**src/rtl/core/sla_pkg.sv**
```systemverilog
// Shared widths, codes and controller/datapath interface types for the slot allocator.
package sla_pkg;

  localparam int SLOTS       = 256;
  localparam int IDX_W       = $clog2(SLOTS);
  localparam int CNT_W       = $clog2(SLOTS + 1);
  localparam int HANDLE_W    = 32;
  localparam int OP_W        = 2;
  localparam int STATUS_W    = 4;

  // Input beat: tdata = handle, merge_duplicates, slot_index; tuser = opcode
  localparam int S_PAYLOAD_W = HANDLE_W + 1 + IDX_W;
  localparam int S_TDATA_W   = ((S_PAYLOAD_W + 7) / 8) * 8;
  // Output beat: tdata = result_index, result_handle, slots_ever_used; tuser = status
  localparam int M_PAYLOAD_W = IDX_W + HANDLE_W + CNT_W;
  localparam int M_TDATA_W   = ((M_PAYLOAD_W + 7) / 8) * 8;

  typedef enum logic [OP_W-1:0] {
    OP_ALLOC  = 2'd0,
    OP_FREE   = 2'd1,
    OP_LOOKUP = 2'd2
  } op_t;

  typedef enum logic [STATUS_W-1:0] {
    ST_NEW      = 4'd0,
    ST_REUSED   = 4'd1,
    ST_DUP      = 4'd2,
    ST_NULL     = 4'd3,
    ST_FULL     = 4'd4,
    ST_FREED    = 4'd5,
    ST_NOTFOUND = 4'd6,
    ST_HIT      = 4'd7,
    ST_EMPTY    = 4'd8
  } status_t;

  // State update carried out when a result is committed
  typedef enum logic [1:0] {
    ACT_NONE   = 2'd0,
    ACT_APPEND = 2'd1,
    ACT_REUSE  = 2'd2,
    ACT_FREE   = 2'd3
  } act_t;

  // Where result_index comes from
  typedef enum logic [2:0] {
    IDX_ZERO = 3'd0,
    IDX_HIT  = 3'd1,
    IDX_POP  = 3'd2,
    IDX_USED = 3'd3,
    IDX_SIDX = 3'd4
  } idx_src_t;

  typedef struct packed {
    status_t  status;
    act_t     act;
    idx_src_t idx_src;
    logic     take_handle;
  } commit_t;

  typedef struct packed {
    logic    capture;
    logic    scan_start;
    logic    scan_run;
    logic    look_rd;
    logic    pop_rd;
    logic    commit;
    commit_t cmt;
  } dp_cmd_t;

  typedef struct packed {
    op_t  op;
    logic h_zero;
    logic merge;
    logic stack_empty;
    logic full;
    logic look_in_range;
    logic hit;
    logic exhausted;
    logic rd_nonzero;
    logic out_free;
  } dp_stat_t;

endpackage

```
**src/rtl/core/sla_ctrl.sv**
```systemverilog
// Sequencing state machine for the slot allocator: decode, scan, pop, lookup, commit.
module sla_ctrl (
  input  logic              clk,
  input  logic              rst,
  input  logic              s_tvalid,
  output logic              s_tready,
  input  sla_pkg::dp_stat_t stat,
  output sla_pkg::dp_cmd_t  cmd
);
  import sla_pkg::*;

  typedef enum logic [2:0] {
    S_IDLE,
    S_DECODE,
    S_SCAN,
    S_POP,
    S_LOOK,
    S_COMMIT
  } state_t;

  state_t  state, state_next;
  commit_t cmt, cmt_next;
  logic    want_place;

  always_comb begin
    state_next = state;
    cmt_next   = cmt;
    want_place = 1'b0;
    cmd        = '0;
    cmd.cmt    = cmt;
    s_tready   = (state == S_IDLE);

    unique case (state)
      S_IDLE: begin
        if (s_tvalid) begin
          cmd.capture = 1'b1;
          state_next  = S_DECODE;
        end
      end
      S_DECODE: begin
        priority case (stat.op)
          OP_ALLOC: begin
            if (stat.h_zero) begin
              cmt_next   = '{status: ST_NULL, act: ACT_NONE, idx_src: IDX_ZERO,
                             take_handle: 1'b0};
              state_next = S_COMMIT;
            end else if (stat.merge) begin
              cmd.scan_start = 1'b1;
              state_next     = S_SCAN;
            end else begin
              want_place = 1'b1;
            end
          end
          OP_FREE: begin
            if (stat.h_zero) begin
              cmt_next   = '{status: ST_NOTFOUND, act: ACT_NONE, idx_src: IDX_ZERO,
                             take_handle: 1'b0};
              state_next = S_COMMIT;
            end else begin
              cmd.scan_start = 1'b1;
              state_next     = S_SCAN;
            end
          end
          OP_LOOKUP: begin
            if (stat.look_in_range) begin
              cmd.look_rd = 1'b1;
              state_next  = S_LOOK;
            end else begin
              cmt_next   = '{status: ST_EMPTY, act: ACT_NONE, idx_src: IDX_ZERO,
                             take_handle: 1'b0};
              state_next = S_COMMIT;
            end
          end
          default: begin
            cmt_next   = '{status: ST_EMPTY, act: ACT_NONE, idx_src: IDX_ZERO,
                           take_handle: 1'b0};
            state_next = S_COMMIT;
          end
        endcase
      end
      S_SCAN: begin
        cmd.scan_run = 1'b1;
        if (stat.hit) begin
          if (stat.op == OP_FREE) begin
            cmt_next = '{status: ST_FREED, act: ACT_FREE, idx_src: IDX_HIT,
                         take_handle: 1'b0};
          end else begin
            cmt_next = '{status: ST_DUP, act: ACT_NONE, idx_src: IDX_HIT,
                         take_handle: 1'b0};
          end
          state_next = S_COMMIT;
        end else if (stat.exhausted) begin
          if (stat.op == OP_FREE) begin
            cmt_next   = '{status: ST_NOTFOUND, act: ACT_NONE, idx_src: IDX_ZERO,
                           take_handle: 1'b0};
            state_next = S_COMMIT;
          end else begin
            want_place = 1'b1;
          end
        end
      end
      S_POP: begin
        cmt_next   = '{status: ST_REUSED, act: ACT_REUSE, idx_src: IDX_POP,
                       take_handle: 1'b0};
        state_next = S_COMMIT;
      end
      S_LOOK: begin
        if (stat.rd_nonzero) begin
          cmt_next = '{status: ST_HIT, act: ACT_NONE, idx_src: IDX_SIDX,
                       take_handle: 1'b1};
        end else begin
          cmt_next = '{status: ST_EMPTY, act: ACT_NONE, idx_src: IDX_ZERO,
                       take_handle: 1'b0};
        end
        state_next = S_COMMIT;
      end
      S_COMMIT: begin
        if (stat.out_free) begin
          cmd.commit = 1'b1;
          state_next = S_IDLE;
        end
      end
      default: begin
        state_next = S_IDLE;
      end
    endcase

    // Place a new allocation: pop the free stack, else append, else full
    if (want_place) begin
      if (!stat.stack_empty) begin
        cmd.pop_rd = 1'b1;
        state_next = S_POP;
      end else if (!stat.full) begin
        cmt_next   = '{status: ST_NEW, act: ACT_APPEND, idx_src: IDX_USED,
                       take_handle: 1'b0};
        state_next = S_COMMIT;
      end else begin
        cmt_next   = '{status: ST_FULL, act: ACT_NONE, idx_src: IDX_ZERO,
                       take_handle: 1'b0};
        state_next = S_COMMIT;
      end
    end
  end

  always_ff @(posedge clk) begin
    if (rst) begin
      state <= S_IDLE;
      cmt   <= '0;
    end else begin
      state <= state_next;
      cmt   <= cmt_next;
    end
  end

endmodule

```
**config.mk**
```make
export PLATFORM = sky130hd
export DESIGN_NAME = sla_ctrl
export DESIGN_NICKNAME = d
export VERILOG_FILES = /design/src/rtl/core/sla_pkg.sv /design/src/rtl/core/sla_ctrl.sv
export SDC_FILE = /design/constraint.sdc
export NUM_CORES = 1
export LEC_CHECK = 0
export BUFFER_PORTS_ARGS = -buffer_cell sky130_fd_sc_hd__buf_2
export CAP_MARGIN = 25
export CORE_AREA = 2 2 52 54
export CTS_BUF_LIST = sky130_fd_sc_hd__clkbuf_4 sky130_fd_sc_hd__clkbuf_8
export CTS_CLUSTER_SIZE = 40
export DETAILED_ROUTE_END_ITERATION = 8
export DIE_AREA = 0 0 54 56
export PLACE_DENSITY = 0.75
export SLEW_MARGIN = 5
export SYNTH_ARGS = -nofsm -noshare
export SYNTH_HDL_FRONTEND = slang
export SYNTH_SLANG_ARGS = --single-unit
export TNS_END_PERCENT = 30
```
**constraint.sdc**
```tcl
create_clock -name clk -period 2.15 [get_ports clk]
set_input_delay 0.1075 -clock clk [delete_from_list [all_inputs] [get_ports clk]]
set_output_delay 0.1075 -clock clk [all_outputs]
set_load 0.02 [all_outputs]
```
==> summary.txt <==
Status
  • Outcome: finished, final reports clean

Final layout
  • ANT cells: 0
  • NumNets Final: about 170
  • Area delta synth->final: 26.2%
  • Area of the multi-input gates: 631 µm²
  • Layout cells sized above 1: 0.335
  • Commonest non-fill, non-tap cell in the layout: buf_2
  • Fill count: between 200 and 250
  • Commonest non-fill, non-tap cells in the layout: 29 x buf_2, 12 x a21oi_1, 10 x dfxtp_1
  • Register area: 267 µm²
  • Final cell count without fillers: around 190

Timing
  • Worst Tran Pin Value: ~0.7 ns
  • Fmax: approximately 480 MHz
  • Final setup viols: 0
  • Fin. Hold Viols: 0
  • Relative slew slack: 0.531
  • Clock Skew: 0.0127 ns
  • Post-route worst setup slack: between 0.05 and 0.06 ns
  • Setup TNS: 0 ns
  • Slew Limit Fails: 0
  • RSZ-0062 raised after global routing: false
  • Tmin final: 2.09 ns
  • Fin crit share: 0.972

Power
  • Pwr/cell area: approximately 840 nW/µm²
  • Peak supply drop: 0.420 mV
  • Leakage: 0.522 nW

Logic synthesis
  • Yosys reg bits: 13
  • Cells after synthesis: between 100 and 150
  • Post-synth cell types: 44
  • Register area share after synthesis: 0.271
  • Synthesized area: roughly 960 µm²
  • Syn Nets: approximately 140
  • Syn. warnings: 0
  • Post-synth EDFFs: 0
  • Synth Flop Type: dfxtp_1
  • Synth async-reset ratio: 0
  • Syn_area_per_cell: 7.74 µm²

Setup path
  • CP required: 2.34 ns
  • Setup CP Type: flop to flop
  • Reg2reg setup slack: about 0.06 ns
  • Worst r2r src: state[0]
  • CP Launch Type: flop
  • Crit. End Element: flop
  • Crit-path max FO: 7
  • CP arrival: 2.28 ns
  • Reg2reg end: cmd[2]
  • R2R cell count: 5

Route
  • WL met2: about 1.3 mm
  • Detailed-route DRC error count: 0
  • Routed wire length: between 2 and 3 mm
  • DRT iter0 DRCs: between 50 and 60
  • Met1 Wirelength: 1.29 mm
  • Vias: roughly 1,100
  • Drt first pass iters: 4
  • Top layer in use: met4
  • Drt wl/cell: around 15 µm
  • Routed Antenna Nets: 0
  • Via density: about 6
  • Met3 Wirelength: roughly 220 µm

Placed design
  • Port bufs: 30
  • Final HPWL DP: ~2.2 mm
  • Inst Count DP: between 150 and 200
  • DP Worst Slack: 0.169 ns
  • GP Congestion: between 0.9 and 1

Die
  • Chip height: 56 µm
  • Initial Util: 0.395
  • Die area: a little over 3000 µm²
  • Core Region: between 2000 and 2500 µm²
  • I/O pins: 31
  • Die Wd: around 54 µm
  • Cell Rows: 18

Clocking
  • Sinks on Clock Net: 13
  • CTS Buf Count: 3
  • Clock Latency Late Sink: 0.28 ns
  • Largest buffer count on any clock path: 2
  • Worst-path clk slew: 0.09 ns
  • Root Driver: clkbuf_4
  • CTS tree: done
  • H-tree depth: 1

Global route
  • Initial antenna violation count: 0
  • Vias in the first global route: approximately 970
  • Total track usage: 0.192
  • Largest net degree at the start of global routing: 15
  • Global-route wire length before repair: 4.39 mm
  • Gr ovfl total: 0

Min path
  • Hold Path Cell Cnt: 2
  • Hold path startpoint: rst
  • Worst min path class: input port to flop
  • Worst Hold Path EP: state[0]

Flow run
  • # Max-Cap Violations: 0
==> Yosys cell counts, types with 3 or more instances <==
| master | instances | area (µm²) |
|---|---|---|
| nor3_1 | 4 | 20.0 |
| inv_1 | 9 | 33.8 |
| o211ai_1 | 3 | 22.5 |
| clkbuf_1 | 7 | 26.3 |
| nor3b_1 | 4 | 30.0 |
| and2_1 | 3 | 18.8 |
| o221ai_1 | 4 | 35.0 |
| a21oi_1 | 12 | 60.1 |
| nor2b_1 | 4 | 25.0 |
| o21ai_0 | 7 | 35.0 |
| nand2_1 | 6 | 22.5 |
| dfxtp_1 | 13 | 260 |
| nor2_1 | 5 | 18.8 |
| o21bai_1 | 3 | 22.5 |
| nand3b_1 | 3 | 22.5 |
==> flip-flops by register name, summed over array words and instances, names as in the netlist <==
name / count
state: 3
cmd: 10
==> per-layer routing <==
layer / vias up / GRT usage
met4: 0 / 0.107
li1: 538 / -
met1: 502 / 0.275
met3: 9 / 0.0108
met5: - / 0
met2: 61 / 0.279
==> final cells by class <==
class / count / share of cell area
clock buffers: 4 / 0.0248
inverters: 9 / 0.0279
multi-input cells: 94 / 0.521
flip-flops and latches: 13 / 0.220
well taps: 30 / 0.0310
repair buffers: 38 / 0.176
==> where the power goes <==
| part | internal [mW] | switching (mW) | total [mW] |
|---|---|---|---|
| Combinational | 0.211 | 0.311 | 0.522 |
| Clock | 0.0846 | 0.0810 | 0.166 |
| Sequential | 0.287 | 0.0413 | 0.329 |
| Total | 0.583 | 0.433 | 1.02 |
==> cells by family after synthesis <==
family,count (synthesis),synth area share
AO/OA/AOI/OAI,48,0.351
buffers and inverters,17,0.0743
flip-flops,13,0.271
multiplexers,1,0.0104
AND/OR/NAND/NOR,45,0.293
==> critical path: stages, from the launching register on <==
cell,delay (ns)
dfxtp_4,0.37
or4b_4,0.52
o32a_1,0.42
buf_4,0.16
or4_4,0.43
o221ai_1,0.09
==> what timing repair did <==
| item | in CTS | in global routing |
|---|---|---|
| endpoints found under the setup margin | 1 | 1 |
| pin swaps | 0 | 1 |
| setup buffers | 0 | 1 |
| resized for setup | 1 | 5 |
| hold buffers | 0 | 0 |
==> worst max path at each step <==
stage / startpoint / to / slack [ns]
floorplan: state[2] / cmd[2] / 0.23
global placement: state[1] / cmd[4] / 0.24
detailed placement: state[1] / cmd[4] / 0.17
CTS: state[0] / cmd[11] / 0.02
global route: state[0] / cmd[11] / 0.01
finish: state[0] / cmd[2] / 0.06
==> metrics by stage <==
stage,power (mW),instance area (µm²),hold WS [ns],utilization
2_1_floorplan,0.669,960,0.180,-
3_3_place_gp,0.826,1160,0.325,0.478
3_5_place_dp,0.838,1160,0.328,0.478
4_1_cts,1.00,1190,0.0339,0.491
5_1_grt,1.08,1210,0.0171,0.498
6_report,1.02,1210,0.0217,0.498
Note: power is estimated with default switching activity, not from simulation.
